[config.mk]
export PLATFORM = sky130hd
export DESIGN_NAME = http_request_line_parser
export DESIGN_NICKNAME = d
export VERILOG_FILES = /design/src/hrlp_pkg.sv /design/src/hrlp_front.sv /design/src/hrlp_queue.sv /design/src/hrlp_back.sv /design/src/http_request_line_parser.sv
export SDC_FILE = /design/constraint.sdc
export NUM_CORES = 1
export LEC_CHECK = 0
export ABC_AREA = 1
export BUFFER_PORTS_ARGS = -buffer_cell sky130_fd_sc_hd__buf_2
export CAP_MARGIN = 40
export CORE_MARGIN = 4
export CORE_UTILIZATION = 50
export DETAILED_ROUTE_END_ITERATION = 16
export HOLD_SLACK_MARGIN = 0.03
export PLACE_DENSITY = 0.68
export SYNTH_ARGS = -nofsm -noshare
export SYNTH_HDL_FRONTEND = slang
export SYNTH_HIERARCHICAL = 1
export SYNTH_SLANG_ARGS = --single-unit
[constraint.sdc]
create_clock -name clk -period 3.7 [get_ports clk]
set_input_delay 0.74 -clock clk [delete_from_list [all_inputs] [get_ports clk]]
set_output_delay 0.74 -clock clk [all_outputs]
set_load 0.005 [all_outputs]
[src/hrlp_pkg.sv]
// Shared types and codes for the HTTP request line parser.
package hrlp_pkg;

    localparam int QDEPTH = 4;
    localparam int QPTR_W = $clog2(QDEPTH);
    localparam int QCNT_W = $clog2(QDEPTH + 1);

    localparam logic [2:0] METHOD_NONE   = 3'd0;
    localparam logic [2:0] METHOD_GET    = 3'd1;
    localparam logic [2:0] METHOD_HEAD   = 3'd2;
    localparam logic [2:0] METHOD_POST   = 3'd3;
    localparam logic [2:0] METHOD_DELETE = 3'd4;

    localparam logic [1:0] VER_09 = 2'd0;
    localparam logic [1:0] VER_10 = 2'd1;
    localparam logic [1:0] VER_11 = 2'd2;

    localparam logic [2:0] ST_OK       = 3'd0;
    localparam logic [2:0] ST_SHORT    = 3'd1;
    localparam logic [2:0] ST_NOMETHOD = 3'd2;
    localparam logic [2:0] ST_TOOLONG  = 3'd3;
    localparam logic [2:0] ST_NOHOST   = 3'd4;
    localparam logic [2:0] ST_NOPATH   = 3'd5;
    localparam logic [2:0] ST_BADVER   = 3'd6;
    localparam logic [2:0] ST_HEAD09   = 3'd7;

    typedef struct packed {
        logic [2:0]  method_code;
        logic [1:0]  version_code;
        logic        keep_alive;
        logic [2:0]  status_code;
        logic [10:0] token_length;
        logic [10:0] path_offset;
        logic        absolute_uri;
    } summary_t;

    typedef struct packed {
        logic       echo_v;
        logic [7:0] echo_byte;
        logic       sum_v;
        summary_t   sum;
    } entry_t;

    typedef struct packed {
        logic   valid;
        entry_t entry;
    } q_head_t;

endpackage

[src/hrlp_front.sv]
// Front end: parses request bytes and builds queue entries with echo and summary.
module hrlp_front
    import hrlp_pkg::*;
#(
    parameter int MAX_TOKEN_LEN = 1024
)
(
    input  logic       clk,
    input  logic       rst_n,
    input  logic       byte_valid,
    input  logic [7:0] line_byte,
    input  logic       line_end,
    input  logic       q_full,
    output logic       push,
    output entry_t     push_entry
);

    localparam int CNT_W = $clog2(MAX_TOKEN_LEN + 2);
    localparam logic [CNT_W-1:0] MAX_C = CNT_W'(MAX_TOKEN_LEN);

    localparam logic [3:0] SCH_HOST = 4'd8;
    localparam logic [3:0] SCH_DONE = 4'd9;
    localparam logic [3:0] SCH_FAIL = 4'd15;

    localparam logic [7:0] CH_SPACE = 8'h20;
    localparam logic [7:0] CH_SLASH = 8'h2F;
    localparam logic [7:0] CH_DOT   = 8'h2E;

    typedef enum logic [2:0] {
        PH_METHOD,
        PH_NOMETHOD,
        PH_SKIP1,
        PH_TOKEN,
        PH_SKIP2,
        PH_VERSION
    } phase_t;

    function automatic logic [7:0] meth_char(input logic [1:0] k, input logic [2:0] i);
        logic [7:0] c;
        c = 8'h00;
        case (k)
            2'd0:
            begin
                case (i)
                    3'd0: c = "G";
                    3'd1: c = "E";
                    3'd2: c = "T";
                    3'd3: c = " ";
                    default: c = 8'h00;
                endcase
            end
            2'd1:
            begin
                case (i)
                    3'd0: c = "H";
                    3'd1: c = "E";
                    3'd2: c = "A";
                    3'd3: c = "D";
                    3'd4: c = " ";
                    default: c = 8'h00;
                endcase
            end
            2'd2:
            begin
                case (i)
                    3'd0: c = "P";
                    3'd1: c = "O";
                    3'd2: c = "S";
                    3'd3: c = "T";
                    3'd4: c = " ";
                    default: c = 8'h00;
                endcase
            end
            default:
            begin
                case (i)
                    3'd0: c = "D";
                    3'd1: c = "E";
                    3'd2: c = "L";
                    3'd3: c = "E";
                    3'd4: c = "T";
                    3'd5: c = "E";
                    3'd6: c = " ";
                    default: c = 8'h00;
                endcase
            end
        endcase
        return c;
    endfunction

    function automatic logic [3:0] meth_len(input logic [1:0] k);
        logic [3:0] n;
        case (k)
            2'd0: n = 4'd4;
            2'd1: n = 4'd5;
            2'd2: n = 4'd5;
            default: n = 4'd7;
        endcase
        return n;
    endfunction

    function automatic logic [7:0] scheme_char(input logic [2:0] i);
        logic [7:0] c;
        case (i)
            3'd0: c = "h";
            3'd1: c = "t";
            3'd2: c = "t";
            3'd3: c = "p";
            3'd4: c = ":";
            3'd5: c = "/";
            3'd6: c = "/";
            default: c = 8'h00;
        endcase
        return c;
    endfunction

    function automatic logic [7:0] ver_char(input logic [2:0] i);
        logic [7:0] c;
        case (i)
            3'd0: c = "H";
            3'd1: c = "T";
            3'd2: c = "T";
            3'd3: c = "P";
            3'd4: c = "/";
            default: c = 8'h00;
        endcase
        return c;
    endfunction

    function automatic logic [3:0] dec_sat(input logic [3:0] v, input logic [3:0] d);
        logic [7:0] t;
        t = ({4'd0, v} * 8'd10) + {4'd0, d};
        return (t > 8'd15) ? 4'd15 : t[3:0];
    endfunction

    phase_t           phase_reg, phase_next;
    logic [2:0]       line_count_reg, line_count_next;
    logic [3:0]       cand_reg, cand_next;
    logic [2:0]       found_reg, found_next;
    logic [CNT_W-1:0] tok_count_reg, tok_count_next;
    logic [3:0]       sch_reg, sch_next;
    logic [CNT_W-1:0] hpo_reg, hpo_next;
    logic             nohost_reg, nohost_next;
    logic             path_reg, path_next;
    logic             term_reg, term_next;
    logic [3:0]       vphase_reg, vphase_next;
    logic [3:0]       major_reg, major_next;
    logic [3:0]       minor_reg, minor_next;
    logic             vbad_reg, vbad_next;

    logic             accept;
    logic             echo_v;
    summary_t         sum;

    logic [3:0]       vs_phase;
    logic [3:0]       vs_major;
    logic [3:0]       vs_minor;
    logic             vs_bad;

    assign accept = byte_valid && !q_full;

    // Version text step, applied in the phases that read version bytes.
    always_comb
    begin
        logic dig;
        dig = (line_byte >= "0") && (line_byte <= "9");
        vs_phase = vphase_reg;
        vs_major = major_reg;
        vs_minor = minor_reg;
        vs_bad   = vbad_reg;
        if (!vbad_reg && vphase_reg < 4'd9)
        begin
            if (vphase_reg < 4'd5)
            begin
                if (line_byte == ver_char(vphase_reg[2:0]))
                    vs_phase = vphase_reg + 4'd1;
                else
                    vs_bad = 1'b1;
            end
            else if (vphase_reg == 4'd5 || vphase_reg == 4'd6)
            begin
                if (dig)
                begin
                    vs_major = dec_sat(major_reg, line_byte[3:0]);
                    vs_phase = 4'd6;
                end
                else if (vphase_reg == 4'd6 && line_byte == CH_DOT)
                    vs_phase = 4'd7;
                else
                    vs_bad = 1'b1;
            end
            else if (vphase_reg == 4'd7)
            begin
                if (dig)
                begin
                    vs_minor = dec_sat(minor_reg, line_byte[3:0]);
                    vs_phase = 4'd8;
                end
                else
                    vs_bad = 1'b1;
            end
            else
            begin
                if (dig)
                    vs_minor = dec_sat(minor_reg, line_byte[3:0]);
                else
                    vs_phase = 4'd9;
            end
        end
    end

    always_comb
    begin
        logic [2:0]       idx;
        logic             abs_uri;
        logic [1:0]       ver;
        logic [2:0]       st;
        logic [CNT_W+10:0] tl_ext;
        logic [CNT_W+10:0] po_ext;

        phase_next      = phase_reg;
        line_count_next = line_count_reg;
        cand_next       = cand_reg;
        found_next      = found_reg;
        tok_count_next  = tok_count_reg;
        sch_next        = sch_reg;
        hpo_next        = hpo_reg;
        nohost_next     = nohost_reg;
        path_next       = path_reg;
        term_next       = term_reg;
        vphase_next     = vphase_reg;
        major_next      = major_reg;
        minor_next      = minor_reg;
        vbad_next       = vbad_reg;
        echo_v          = 1'b0;
        idx             = line_count_reg;

        if (!term_reg)
        begin
            if (line_byte == 8'h00)
                term_next = 1'b1;
            else
            begin
                if (line_count_reg < 3'd7)
                    line_count_next = line_count_reg + 3'd1;
                case (phase_reg)
                    PH_METHOD:
                    begin
                        for (int k = 0; k < 4; k++)
                        begin
                            if (cand_reg[k])
                            begin
                                if ({1'b0, idx} < meth_len(2'(k))
                                    && line_byte == meth_char(2'(k), idx))
                                begin
                                    if ({1'b0, idx} + 4'd1 == meth_len(2'(k)))
                                    begin
                                        found_next = 3'(k + 1);
                                        phase_next = PH_SKIP1;
                                    end
                                end
                                else
                                    cand_next[k] = 1'b0;
                            end
                        end
                        if (phase_next == PH_METHOD && cand_next == 4'd0)
                            phase_next = PH_NOMETHOD;
                    end
                    PH_SKIP1, PH_TOKEN:
                    begin
                        if (line_byte == CH_SPACE)
                        begin
                            if (phase_reg == PH_TOKEN)
                                phase_next = PH_SKIP2;
                        end
                        else
                        begin
                            phase_next = PH_TOKEN;
                            echo_v = 1'b1;
                            if (tok_count_reg <= MAX_C)
                                tok_count_next = tok_count_reg + CNT_W'(1);
                            if (sch_reg < 4'd7)
                            begin
                                if (line_byte == scheme_char(sch_reg[2:0]))
                                    sch_next = sch_reg + 4'd1;
                                else
                                    sch_next = SCH_FAIL;
                            end
                            else if (sch_reg == 4'd7)
                            begin
                                if (line_byte == CH_SLASH)
                                begin
                                    nohost_next = 1'b1;
                                    sch_next = SCH_DONE;
                                end
                                else
                                    sch_next = SCH_HOST;
                            end
                            else if (sch_reg == SCH_HOST && line_byte == CH_SLASH)
                            begin
                                path_next = 1'b1;
                                hpo_next = (tok_count_reg > MAX_C) ? MAX_C : tok_count_reg;
                                sch_next = SCH_DONE;
                            end
                        end
                    end
                    PH_SKIP2:
                    begin
                        if (line_byte != CH_SPACE)
                        begin
                            phase_next  = PH_VERSION;
                            vphase_next = vs_phase;
                            major_next  = vs_major;
                            minor_next  = vs_minor;
                            vbad_next   = vs_bad;
                        end
                    end
                    PH_VERSION:
                    begin
                        vphase_next = vs_phase;
                        major_next  = vs_major;
                        minor_next  = vs_minor;
                        vbad_next   = vs_bad;
                    end
                    default:
                    begin
                    end
                endcase
            end
        end

        // The summary is judged on the state after this byte.
        abs_uri = (sch_next >= 4'd7) && (sch_next <= SCH_DONE);
        ver = VER_09;
        st = ST_OK;
        if (line_count_next < 3'd5)
            st = ST_SHORT;
        else if (found_next == METHOD_NONE)
            st = ST_NOMETHOD;
        else if (tok_count_next > MAX_C)
            st = ST_TOOLONG;
        else if (abs_uri && (sch_next == 4'd7 || nohost_next))
            st = ST_NOHOST;
        else if (abs_uri && sch_next == SCH_HOST)
            st = ST_NOPATH;
        else
        begin
            if (phase_next == PH_VERSION)
            begin
                if (vbad_next || vphase_next < 4'd8)
                    st = ST_BADVER;
                else if (major_next == 4'd0 && minor_next == 4'd9)
                    ver = VER_09;
                else if (major_next == 4'd1 && minor_next == 4'd0)
                    ver = VER_10;
                else if (major_next == 4'd1 && minor_next == 4'd1)
                    ver = VER_11;
                else
                    st = ST_BADVER;
            end
            if (st == ST_OK && found_next == METHOD_HEAD && ver == VER_09)
                st = ST_HEAD09;
        end

        tl_ext = {11'd0, tok_count_next};
        po_ext = {11'd0, hpo_next};
        sum = '0;
        sum.status_code = st;
        if (st >= ST_TOOLONG)
        begin
            sum.method_code  = found_next;
            sum.token_length = tl_ext[10:0];
            sum.absolute_uri = abs_uri;
        end
        if (path_next && (st == ST_OK || st >= ST_BADVER))
            sum.path_offset = po_ext[10:0];
        if (st == ST_OK || st == ST_HEAD09)
        begin
            sum.version_code = ver;
            sum.keep_alive   = (ver == VER_11);
        end

        if (line_end)
        begin
            phase_next      = PH_METHOD;
            line_count_next = 3'd0;
            cand_next       = 4'hF;
            found_next      = METHOD_NONE;
            tok_count_next  = '0;
            sch_next        = 4'd0;
            hpo_next        = '0;
            nohost_next     = 1'b0;
            path_next       = 1'b0;
            term_next       = 1'b0;
            vphase_next     = 4'd0;
            major_next      = 4'd0;
            minor_next      = 4'd0;
            vbad_next       = 1'b0;
        end
    end

    assign push = accept && (echo_v || line_end);

    always_comb
    begin
        push_entry.echo_v    = echo_v;
        push_entry.echo_byte = line_byte;
        push_entry.sum_v     = line_end;
        push_entry.sum       = sum;
    end

    always_ff @(posedge clk or negedge rst_n)
    begin
        if (!rst_n)
        begin
            phase_reg      <= PH_METHOD;
            line_count_reg <= 3'd0;
            cand_reg       <= 4'hF;
            found_reg      <= METHOD_NONE;
            tok_count_reg  <= '0;
            sch_reg        <= 4'd0;
            hpo_reg        <= '0;
            nohost_reg     <= 1'b0;
            path_reg       <= 1'b0;
            term_reg       <= 1'b0;
            vphase_reg     <= 4'd0;
            major_reg      <= 4'd0;
            minor_reg      <= 4'd0;
            vbad_reg       <= 1'b0;
        end
        else if (accept)
        begin
            phase_reg      <= phase_next;
            line_count_reg <= line_count_next;
            cand_reg       <= cand_next;
            found_reg      <= found_next;
            tok_count_reg  <= tok_count_next;
            sch_reg        <= sch_next;
            hpo_reg        <= hpo_next;
            nohost_reg     <= nohost_next;
            path_reg       <= path_next;
            term_reg       <= term_next;
            vphase_reg     <= vphase_next;
            major_reg      <= major_next;
            minor_reg      <= minor_next;
            vbad_reg       <= vbad_next;
        end
    end

endmodule

[src/hrlp_queue.sv]
// Short entry queue between the parsing front end and the result back end.
module hrlp_queue
    import hrlp_pkg::*;
(
    input  logic    clk,
    input  logic    rst_n,
    input  logic    push,
    input  entry_t  push_entry,
    input  logic    pop,
    output logic    full,
    output q_head_t head
);

    entry_t            mem [QDEPTH];
    logic [QPTR_W-1:0] wr_ptr_reg;
    logic [QPTR_W-1:0] rd_ptr_reg;
    logic [QCNT_W-1:0] count_reg, count_next;
    logic              do_pop;

    assign full       = (count_reg == QCNT_W'(QDEPTH));
    assign head.valid = (count_reg != '0);
    assign head.entry = mem[rd_ptr_reg];
    assign do_pop     = pop && head.valid;

    always_comb
    begin
        count_next = count_reg;
        if (push && !do_pop)
            count_next = count_reg + QCNT_W'(1);
        else if (!push && do_pop)
            count_next = count_reg - QCNT_W'(1);
    end

    always_ff @(posedge clk)
    begin
        if (push)
            mem[wr_ptr_reg] <= push_entry;
    end

    always_ff @(posedge clk or negedge rst_n)
    begin
        if (!rst_n)
        begin
            wr_ptr_reg <= '0;
            rd_ptr_reg <= '0;
            count_reg  <= '0;
        end
        else
        begin
            count_reg <= count_next;
            if (push)
                wr_ptr_reg <= wr_ptr_reg + QPTR_W'(1);
            if (do_pop)
                rd_ptr_reg <= rd_ptr_reg + QPTR_W'(1);
        end
    end

endmodule

[src/hrlp_back.sv]
// Back end: turns queue entries into echo and summary results in an output register.
module hrlp_back
    import hrlp_pkg::*;
(
    input  logic        clk,
    input  logic        rst_n,
    input  q_head_t     head,
    output logic        pop,
    output logic        result_valid,
    input  logic        result_stall,
    output logic        kind,
    output logic [7:0]  token_byte,
    output logic        run_last,
    output summary_t    sum_out
);

    logic     valid_reg, valid_next;
    logic     echo_done_reg, echo_done_next;
    logic     kind_reg, kind_next;
    logic [7:0] byte_reg, byte_next;
    logic     last_reg, last_next;
    summary_t sum_reg, sum_next;
    logic     load_ok;

    assign load_ok = !valid_reg || !result_stall;

    always_comb
    begin
        valid_next     = valid_reg;
        echo_done_next = echo_done_reg;
        kind_next      = kind_reg;
        byte_next      = byte_reg;
        last_next      = last_reg;
        sum_next       = sum_reg;
        pop            = 1'b0;
        if (load_ok)
        begin
            valid_next = head.valid;
            if (head.valid)
            begin
                if (head.entry.echo_v && !echo_done_reg)
                begin
                    kind_next = 1'b0;
                    byte_next = head.entry.echo_byte;
                    last_next = !head.entry.sum_v;
                    sum_next  = '0;
                    if (head.entry.sum_v)
                        echo_done_next = 1'b1;
                    else
                        pop = 1'b1;
                end
                else
                begin
                    kind_next      = 1'b1;
                    byte_next      = 8'd0;
                    last_next      = 1'b1;
                    sum_next       = head.entry.sum;
                    echo_done_next = 1'b0;
                    pop            = 1'b1;
                end
            end
        end
    end

    always_ff @(posedge clk or negedge rst_n)
    begin
        if (!rst_n)
        begin
            valid_reg     <= 1'b0;
            echo_done_reg <= 1'b0;
        end
        else
        begin
            valid_reg     <= valid_next;
            echo_done_reg <= echo_done_next;
        end
    end

    always_ff @(posedge clk)
    begin
        kind_reg <= kind_next;
        byte_reg <= byte_next;
        last_reg <= last_next;
        sum_reg  <= sum_next;
    end

    assign result_valid = valid_reg;
    assign kind         = kind_reg;
    assign token_byte   = byte_reg;
    assign run_last     = last_reg;
    assign sum_out      = sum_reg;

endmodule

[src/http_request_line_parser.sv]
// Top level of the HTTP request line parser.
// Path: a request byte goes through the queue into the back end's output register.
// Throughput: one request byte per cycle unless byte_stall; results leave one per cycle
// unless result_stall; a four-entry queue absorbs a line-ending token's echo and summary.
// Reset: asynchronous, active low; clears the parser state, the queue and the output valid.
module http_request_line_parser
    import hrlp_pkg::*;
#(
    parameter int MAX_TOKEN_LEN = 1024
)
(
    input  logic        clk,
    input  logic        rst_n,
    input  logic        byte_valid,
    output logic        byte_stall,
    input  logic [7:0]  line_byte,
    input  logic        line_end,
    output logic        result_valid,
    input  logic        result_stall,
    output logic        kind,
    output logic [7:0]  token_byte,
    output logic        run_last,
    output logic [2:0]  method_code,
    output logic [1:0]  version_code,
    output logic        keep_alive,
    output logic [2:0]  status_code,
    output logic [10:0] token_length,
    output logic [10:0] path_offset,
    output logic        absolute_uri
);

    logic     q_full;
    logic     push;
    entry_t   push_entry;
    logic     pop;
    q_head_t  q_head;
    summary_t sum_out;

    assign byte_stall = q_full;

    hrlp_front #(
        .MAX_TOKEN_LEN(MAX_TOKEN_LEN)
    ) u_front (
        .clk       (clk),
        .rst_n     (rst_n),
        .byte_valid(byte_valid),
        .line_byte (line_byte),
        .line_end  (line_end),
        .q_full    (q_full),
        .push      (push),
        .push_entry(push_entry)
    );

    hrlp_queue u_queue (
        .clk       (clk),
        .rst_n     (rst_n),
        .push      (push),
        .push_entry(push_entry),
        .pop       (pop),
        .full      (q_full),
        .head      (q_head)
    );

    hrlp_back u_back (
        .clk         (clk),
        .rst_n       (rst_n),
        .head        (q_head),
        .pop         (pop),
        .result_valid(result_valid),
        .result_stall(result_stall),
        .kind        (kind),
        .token_byte  (token_byte),
        .run_last    (run_last),
        .sum_out     (sum_out)
    );

    assign method_code  = sum_out.method_code;
    assign version_code = sum_out.version_code;
    assign keep_alive   = sum_out.keep_alive;
    assign status_code  = sum_out.status_code;
    assign token_length = sum_out.token_length;
    assign path_offset  = sum_out.path_offset;
    assign absolute_uri = sum_out.absolute_uri;

    a_summary_last: assert property (@(posedge clk) disable iff (!rst_n)
        result_valid && kind |-> run_last)
        else $error("summary result without run_last");

    a_echo_then_summary: assert property (@(posedge clk) disable iff (!rst_n)
        result_valid && !result_stall && !kind && !run_last |=> !result_valid || kind)
        else $error("echo on the last byte not followed by its summary");

    a_echo_fields_clear: assert property (@(posedge clk) disable iff (!rst_n)
        result_valid && !kind |-> status_code == ST_OK && method_code == METHOD_NONE
            && token_length == 11'd0)
        else $error("echo result carries summary fields");

    a_stall_only_when_busy: assert property (@(posedge clk) disable iff (!rst_n)
        byte_stall |-> q_head.valid)
        else $error("request stalled with an empty queue");

endmodule
# --- Word level (Yosys, flattened, before mapping) ---
# Memory sizes are Yosys's and may differ from the RTL's.
# Cells that the tools add are included.
totals:
  ff_bits: 106
  ram_bits: 168
  inputBits: 13
  out_inout_bits: 44
  wordCells: 453
  mem_count: 1
mem_list:
  columns: ["memory", "depth", "width", "read_ports", "rd_ports_with_merged_regs", "write_ports", "line_no", "source"]
  rows:
  - ["u_queue.mem", 4, 42, 1, 0, 1, "hrlp_queue.sv:14", "entry_t mem [QDEPTH];"]
classes:
  n_addsub: 11
  n_mul: 2
  n_lt_le_gt_ge: 21
  n_eq_ne: 52
  muxes: 274
  reduce_logical: 63
ops:
  columns: ["op", "n"]
  rows:
  - ["$mux W4", 80]
  - ["$mux W11", 17]
  - ["$mux W3", 62]
  - ["$mux W8", 23]
  - ["$pmux W7 S5", 4]
  - ["$mux W1", 66]
  - ["$pmux W7 S4", 2]
  - ["$eq A8 B8 Y1", 6]
  - ["$eq A3 B3 Y1 const B", 12]
  - ["$mux W2", 15]
  - ["$eq A3 B2 Y1 const B", 9]
  - ["$eq A8 B6 Y1 const B", 3]
  - ["$logic_and A1 B1 Y1", 24]
  - ["$logic_not A3 Y1", 8]
  - ["$pmux W4 S2", 3]
  - ["$gt A11 B11 Y1 const B", 2]
  - ["$eq A4 B3 Y1 const B", 5]
  - ["$add A8 B4 Y8", 2]
  - ["$eq A4 B4 Y1", 4]
  - ["$gt A8 B4 Y1 const B", 2]
  - ["$lt A3 B4 Y1", 4]
  - ["$mul A4 B3 Y7 const B", 2]
  - ["$eq A4 B4 Y1 const B", 3]
  - ["$logic_not A4 Y1", 3]
  - ["other kinds (35)", 62]

# --- Depth between registers and ports, before layout ---
# Gate-level depths: netlist of the first run.
depth:
  depth_word: 55
  mapped_depth: 29
  ltp_nobuf: 28

# --- Cells and area by module ---
# The synthesis of the first run kept the hierarchy.
by_module_without_submodules:
  columns: ["module", "instances", "cells_per_inst", "area_each_um2", "seq_area_each_um2"]
  rows:
  - ["hrlp_queue", 1, 545, 7283.2, 5220.0]
  - ["hrlp_front", 1, 905, 5836.8, 1381.3]
  - ["hrlp_back", 1, 141, 1756.7, 1311.3]

# --- Worst setup path before layout of the first run ---
# No wires, ideal clock.
synth_timing:
  path_type: "input port to flip-flop"
  start: "in result_stall"
  end: "reg u_queue.count_reg[1]"
  setup_time_ns: 0.117
  arrival_time_ns: 4.070
  required_time_ns: 3.583
  setup_slack_ns: -0.486
  stages: 9
  path_buffers: 0
  cell_sequence: "a21oi_1 > nand2_1 > inv_1 > nand2_1 > ha_1 > inv_1 > fa_1 > nand2_1 > nand2_1"
synth_between:
  elab_chain_len: 7
  elab_cells_between_ends: 9
  cone_classes: "mux: 2; reduce/logical: 7"
synth_rtl:
  columns: ["element", "line_no", "source"]
  rows:
  - ["from (decl)", "http_request_line_parser.sv:19", "input logic result_stall,"]
  - ["$logic_not A1 Y1", "hrlp_back.sv:25", "assign load_ok = !valid_reg || !result_stall;"]
  - ["$logic_or A1 B1 Y1", "hrlp_back.sv:25", null]
  - ["$mux W1", "hrlp_back.sv:36", "if (load_ok)"]
  - ["net pop", "http_request_line_parser.sv:35", "logic pop;"]
  - ["$logic_and A1 B1 Y1", "hrlp_queue.sv:23", "assign do_pop = pop && head.valid;"]
  - ["$logic_not A1 Y1", "hrlp_queue.sv:28", "if (push && !do_pop)"]
  - ["$logic_and A1 B1 Y1", "hrlp_queue.sv:28", null]
  - ["$mux W3", "hrlp_queue.sv:28", null]
  - ["net u_queue.count_next[1]", "hrlp_queue.sv:17", "logic [QCNT_W-1:0] count_reg, count_next;"]
  - ["to (signal assigned)", "hrlp_queue.sv:50", "count_reg <= count_next;"]
  - ["to (decl)", "hrlp_queue.sv:17", null]
# The timed path passes the listed nets, and every way through them passes these cells.
# A chain may end at the register's enable or synchronous reset.

==> results_dict.tcl, run 1 <==
set metrics [dict create \
    outcome "completed" \
    synth_nets 1649 \
    ys_seq_elements 274 \
    cp_max_fo 6 \
    antenna_found_initial 0 \
    crit_arrival_ns 4.00 \
    crit_buf_inv 2 \
    pin_count 57 \
    syn_area_um2 14900 \
    grt_max_degree 77 \
    cpPeakStageDelay_ns 0.54 \
    endpoint_kind "flip-flop" \
    yosysWarningCount 6 \
    final_common_cell "nand2_1" \
    relSlewSlack 0.538 \
    synth.area.top_cells "edfxtp_1 (42%), dfrtp_1 (10%), nand2_1 (9.7%), inv_1 (7.0%), ha_1 (3.4%)" \
    antenna_cells 0 \
    cts_buffer_depth 3 \
    setup_viol 0 \
    startpoint_type "flip-flop" \
    grt_pass1_wl_mm 52.3 \
    regMostFlops "u_queue/mem" \
    drcViolationCount 0 \
    critPathSlowestCell "fa_1" \
    path_delay_family "simple AND/OR/NAND/NOR gates" \
    fin_crit_sh 0.978 \
    gp_congestion 0.947 \
    postPlaceCellArea_um2 15800 \
    initial_core_util 0.513 \
    yosys.area.top_type "edfxtp_1" \
    finalHoldViolations 0 \
    fp-row-count 62 \
    async_flop_share 0.234 \
    layout-drive-gt1-share 0.199 \
    routed_via_density 5.19 \
    crit_type "reg2reg" \
    synth_top_area_share 0.424 \
    vias 10900 \
    wire_per_inst_um 15.6 \
    cts-buffers-inserted 30 \
    final_max_slew_viol_count 0 \
    maxCapViolations 0 \
    dpl_worst_slack_ns -0.111 \
    nFillCells 2507 \
    grt_overflow_total 0 \
    ir_drop_uv 371 \
    core_um2 29000 \
    setup_ws_ns 0.0804 \
    fin_nets 1750 \
    drt-initial-drc-count 659 \
    cts_tree "done" \
    synth_ff_type "edfxtp_1" \
    leakage_uw 0.00751 \
    period_minus_slack_ns 3.62 \
    track_usage 0.194 \
    power_density_nw_per_um2 611 \
    cts-root-buf "clkbuf_16" \
    rsz0062_at_grt "true" \
    ant_nets 0 \
    syn2layout_area_growth_pct 14.9 \
    hold_path_class "in2async" \
    grt_pass1_vias 10400 \
    final_area_um2 17100 \
    max_freq_ghz 0.276 \
    synth_cell_type_count 53 \
    most-common-layout-cells "nand2_1 (375), inv_1 (269), edfxtp_1 (210)" \
    holdBufCountCts 0 \
    largest_reg_flops 168 \
    die_w_um 180 \
    worst_pin_slew_ns 0.692 \
    hpwl_mm 22.0 \
    floorplan.die.height_um 180 \
    place.port_buffers 56 \
    clk_pin_slew_worst_paths_ns 0.06 \
    cpMostUsedCell "nand2_1" \
    dr.pass1.iters 7 \
    insertion_delay_ns 0.55 \
    htreeDepth 1 \
    routed_wirelength_mm 32.7 \
    finalClockSkew_ns 0.0150 \
    syn_inst 1591 \
    numClockSinks 274 \
    die_area_um2 32600 \
    synth_edf_count 210 \
    synth-seq-area-share 0.532 \
    crit_required_ns 4.08 \
    synth_area_per_cell_um2 9.35 \
]
stage by stage:
stage               utilization  TNS [ns]  instances  hold slack (ns)  power [uW]
floorplan                     -         0       1591            0.442        6740
CTS                       0.578         0       2093            0.215       10500
detailed placement        0.544     -3.24       2038            0.473        7560
finish                    0.589         0       2099            0.196       10400
global route              0.589     -9.75       2099            0.239       11100
global placement          0.543    -0.125       2037            0.455        7460
cells in the mapped netlist, drive strengths merged, types with 5 or more instances:
cell    instances
a21oi          37
buf            47
clkbuf         16
dfrtp          60
edfxtp        210
fa              5
ha             40
inv           293
nand2         403
nand3          71
nand4          11
nor2          145
nor3           12
o211ai         90
o21ai          65
o22ai          40
xor2           16
what timing repair did:
action | CTS | global route
resized for setup | 6 | 69
setup buffers | 0 | 5
gates cloned | 0 | 1
setup endpoints to repair | 52 | 120
hold endpoints to repair | 0 | 0
pin swaps | 1 | 25
cell type report:
type / instances / area, um^2 / share of cell area
sequential: 274 / 7920 / 0.463
multi-input combinational: 959 / 5680 / 0.332
clock buffer: 33 / 762 / 0.0446
clock inverter: 22 / 204 / 0.0119
timing repair buffer: 131 / 928 / 0.0543
inverter: 296 / 1130 / 0.0661
tap: 384 / 480 / 0.0281
cell families (layout without fill, tap and decap cells):
| group | Yosys count | count (layout) | synth area share |
|---|---|---|---|
| flops | 274 | 274 | 0.532 |
| fa+ha+maj | 45 | 45 | 0.0404 |
| simple gates | 652 | 653 | 0.193 |
| compound gates | 243 | 243 | 0.117 |
| xor+xnor | 18 | 18 | 0.0106 |
| buf+inv | 359 | 482 | 0.107 |
path summary, 6_finish.rpt:
path                                      start                    to  slack, ns  depth (start not counted)
max reg2reg                u_front/minor_reg[1]    u_queue/mem[1][15]       0.08                         26
max in group asynchronous                 rst_n   u_front/cand_reg[0]       2.68                          2
min reg2reg                  u_front/hpo_reg[3]    u_front/hpo_reg[3]       0.49                          2
min in group clk                   result_stall   u_back/result_valid       0.46                          3
max                        u_front/minor_reg[1]    u_queue/mem[1][15]       0.08                         26
min                                       rst_n  u_front/major_reg[0]       0.20                          1
per-layer routing:
layer	vias to the layer above	share of wire	GRT usage
li1	5424	-	-
met5	-	0	0
met1	5130	0.45	0.268
met3	55	0.054	0.0224
met4	0	0.022	0.0448
met2	285	0.48	0.332
power breakdown:
group	internal, uW	switching (uW)	total (uW)
clock	1690	1200	2890
sequential	4020	191	4210
combinational	1110	2230	3340
Power figures use the tool's default switching activity.
==> run 2, diff against run 1 <==
PLACE_DENSITY = 0.66   (was 0.68)
clock period = 3.5 ns   (was 3.7 ns; I/O delays follow)
==> run 2 against run 1 <==
Compared with the run above:
- the flow now finishes with violations (setup timing)
- non-clock buffer count is 60 higher
- sequential power up 5.9%
- clock power increased by 2%
- maximum frequency shrank 1.9%
- largest cell class unchanged
- hold slack improved by 0.033 ns
- wire length up 3.0%
- critical endpoint is now u_queue/mem[3][20]
- final area is 3.3% higher
- first-iteration DRC count rose by 18%
- core utilization is 2.0 points higher
- via count rose by 2.6%
- highest routed layer unchanged
- clock skew increased by 0.0059 ns
==> results_dict.tcl, run 2 (synthesis results as in run 1) <==
set metrics [dict create \
    outcome "finished, violations left" \
    violations "setup timing" \
    cts_tree "done" \
    core_um2 29000 \
    hold_path_class "in2async" \
    fin_setup_tns_ns -10.47 \
    htreeDepth 1 \
    most-common-layout-cells "nand2_1 (373), inv_1 (267), edfxtp_1 (210)" \
    antenna_cells 0 \
    final_common_cell "nand2_1" \
    track_usage 0.203 \
    wire_per_inst_um 15.6 \
    routed_via_density 5.18 \
    leakage_uw 0.00780 \
    ir_drop_uv 347 \
    setup_viol 79 \
    place.port_buffers 56 \
    initial_core_util 0.513 \
    drt-initial-drc-count 776 \
    dr.pass1.iters 6 \
    cts-root-buf "clkbuf_16" \
    crit_type "reg2reg" \
    rsz0062_at_grt "true" \
    insertion_delay_ns 0.56 \
    fin_total_pwr_uw 11100 \
    relSlewSlack 0.464 \
    fin_nets 1809 \
    vias 11200 \
    maxCapViolations 0 \
    postPlaceCellArea_um2 16200 \
    grt_overflow_total 0 \
    regMostFlops "u_queue/mem" \
    grt_pass1_vias 10900 \
    syn2layout_area_growth_pct 18.8 \
    fp-row-count 62 \
    hpwl_mm 23.1 \
    final_area_um2 17700 \
    clk_pin_slew_worst_paths_ns 0.06 \
    crit_arrival_ns 4.00 \
    r2r_start "u_front/major_reg[3]" \
    r2r_cells 23 \
    setup_ws_ns -0.191 \
    die_w_um 180 \
    antenna_found_initial 0 \
    r2r_slack_ns -0.19 \
    fin_crit_sh 1.05 \
    floorplan.die.height_um 180 \
    die_area_um2 32600 \
    grt_max_degree 65 \
    final_util 0.609 \
    holdBufCountCts 0 \
    final_max_slew_viol_count 0 \
    cts_buffer_depth 3 \
    cts-buffers-inserted 29 \
    grt_pass1_wl_mm 54.9 \
    layout-drive-gt1-share 0.238 \
    critPathLaunch "u_front/major_reg[3]" \
    nFillCells 2377 \
    gp_congestion 0.904 \
    cp_max_fo 6 \
    pin_count 57 \
    numClockSinks 274 \
    ant_nets 0 \
    crit_required_ns 3.81 \
    r2r_end "u_queue/mem[3][20]" \
    routed_wirelength_mm 33.7 \
    worst_pin_slew_ns 0.803 \
    power_density_nw_per_um2 626 \
    max_freq_ghz 0.271 \
    startpoint_type "flip-flop" \
    drcViolationCount 0 \
    crit_path_end "u_queue/mem[3][20]" \
    endpoint_kind "flip-flop" \
    finalHoldViolations 0 \
    finalClockSkew_ns 0.0209 \
    largest_reg_flops 168 \
    period_minus_slack_ns 3.69 \
]
## run 2: cell types whose count changed in the layout (fill, tap and decap cells not counted), moves of 4 or more
cell / before / now
buf_4: 67 / 117
clkbuf_1: 3 / 11
clkinv_1: 14 / 6
nor2_1: 109 / 102
nor2_2: 20 / 26
buf_6: 2 / 7
nand2_2: 17 / 22
buf_12: 4 / 8
## run 2: worst min-delay path by stage
stage / startpoint / end / slack [ns] / cells after the start
after floorplan: rst_n / u_back/echo_done_reg / 0.40 / 0
after CTS: rst_n / u_front/major_reg[1] / 0.24 / 1
after detailed placement: u_queue/count_reg[2] / u_queue/count_reg[2] / 0.47 / 2
after global placement: u_queue/count_reg[2] / u_queue/count_reg[2] / 0.46 / 2
after global routing: rst_n / u_front/major_reg[1] / 0.27 / 1
final: rst_n / u_front/major_reg[1] / 0.23 / 1
## run 2: layer usage
metal | vias to the layer above | GRT usage | part of all wire
met5 | - | 0 | 0
met4 | 0 | 0.0526 | 0.020
met3 | 53 | 0.0258 | 0.058
met2 | 288 | 0.347 | 0.48
met1 | 5295 | 0.276 | 0.44
li1 | 5537 | - | -
## run 2: worst max-delay path, cell delays in order (launching register included)
cell	delay, ns
dfrtp_1	0.38
ha_1	0.28
ha_2	0.18
inv_2	0.04
fa_2	0.56
nand2_1	0.06
nand2_1	0.09
nand3_2	0.10
nor2_4	0.15
nand3_2	0.10
o21ai_2	0.10
nand3_2	0.11
nor2_4	0.18
buf_6	0.12
nand3_4	0.06
a21oi_2	0.16
o21ai_2	0.10
nand2_1	0.08
nand2_1	0.06
nand2_2	0.10
clkinv_4	0.10
nand2_8	0.12
buf_6	0.14
a21oi_4	0.06
## run 2: where the power goes
| part | switching (uW) | total, uW | internal (uW) |
|---|---|---|---|
| logic | 2380 | 3640 | 1250 |
| registers | 211 | 4460 | 4250 |
| clock network | 1230 | 2960 | 1730 |
## run 2: through the flow
| step | hold WS [ns] | setup WS (ns) | std cells |
|---|---|---|---|
| after CTS | 0.239 | -0.157 | 2148 |
| final | 0.228 | -0.191 | 2156 |
| after detailed placement | 0.468 | -0.353 | 2088 |
| after global routing | 0.269 | -0.409 | 2156 |
| after floorplan | 0.404 | 0.00749 | 1591 |
| after global placement | 0.460 | -0.203 | 2088 |
## run 2: area by class of cell
type	instances	area, um^2	area share
clock buffers	42	795	0.0450
repair buffers	191	1470	0.0829
clock inverters	10	125	0.00708
inverters	296	1140	0.0644
flip-flops and latches	274	7920	0.448
multi-input cells	959	5750	0.325
well taps	384	480	0.0272
## run 2: repair_timing
item / 4_1_cts / 5_1_grt
setup buffers: 7 / 8
cloned: 1 / 1
resized for setup: 63 / 48
setup endpoints to repair: 84 / 128
pin swaps: 22 / 38
endpoints found under the hold margin: 0 / 0
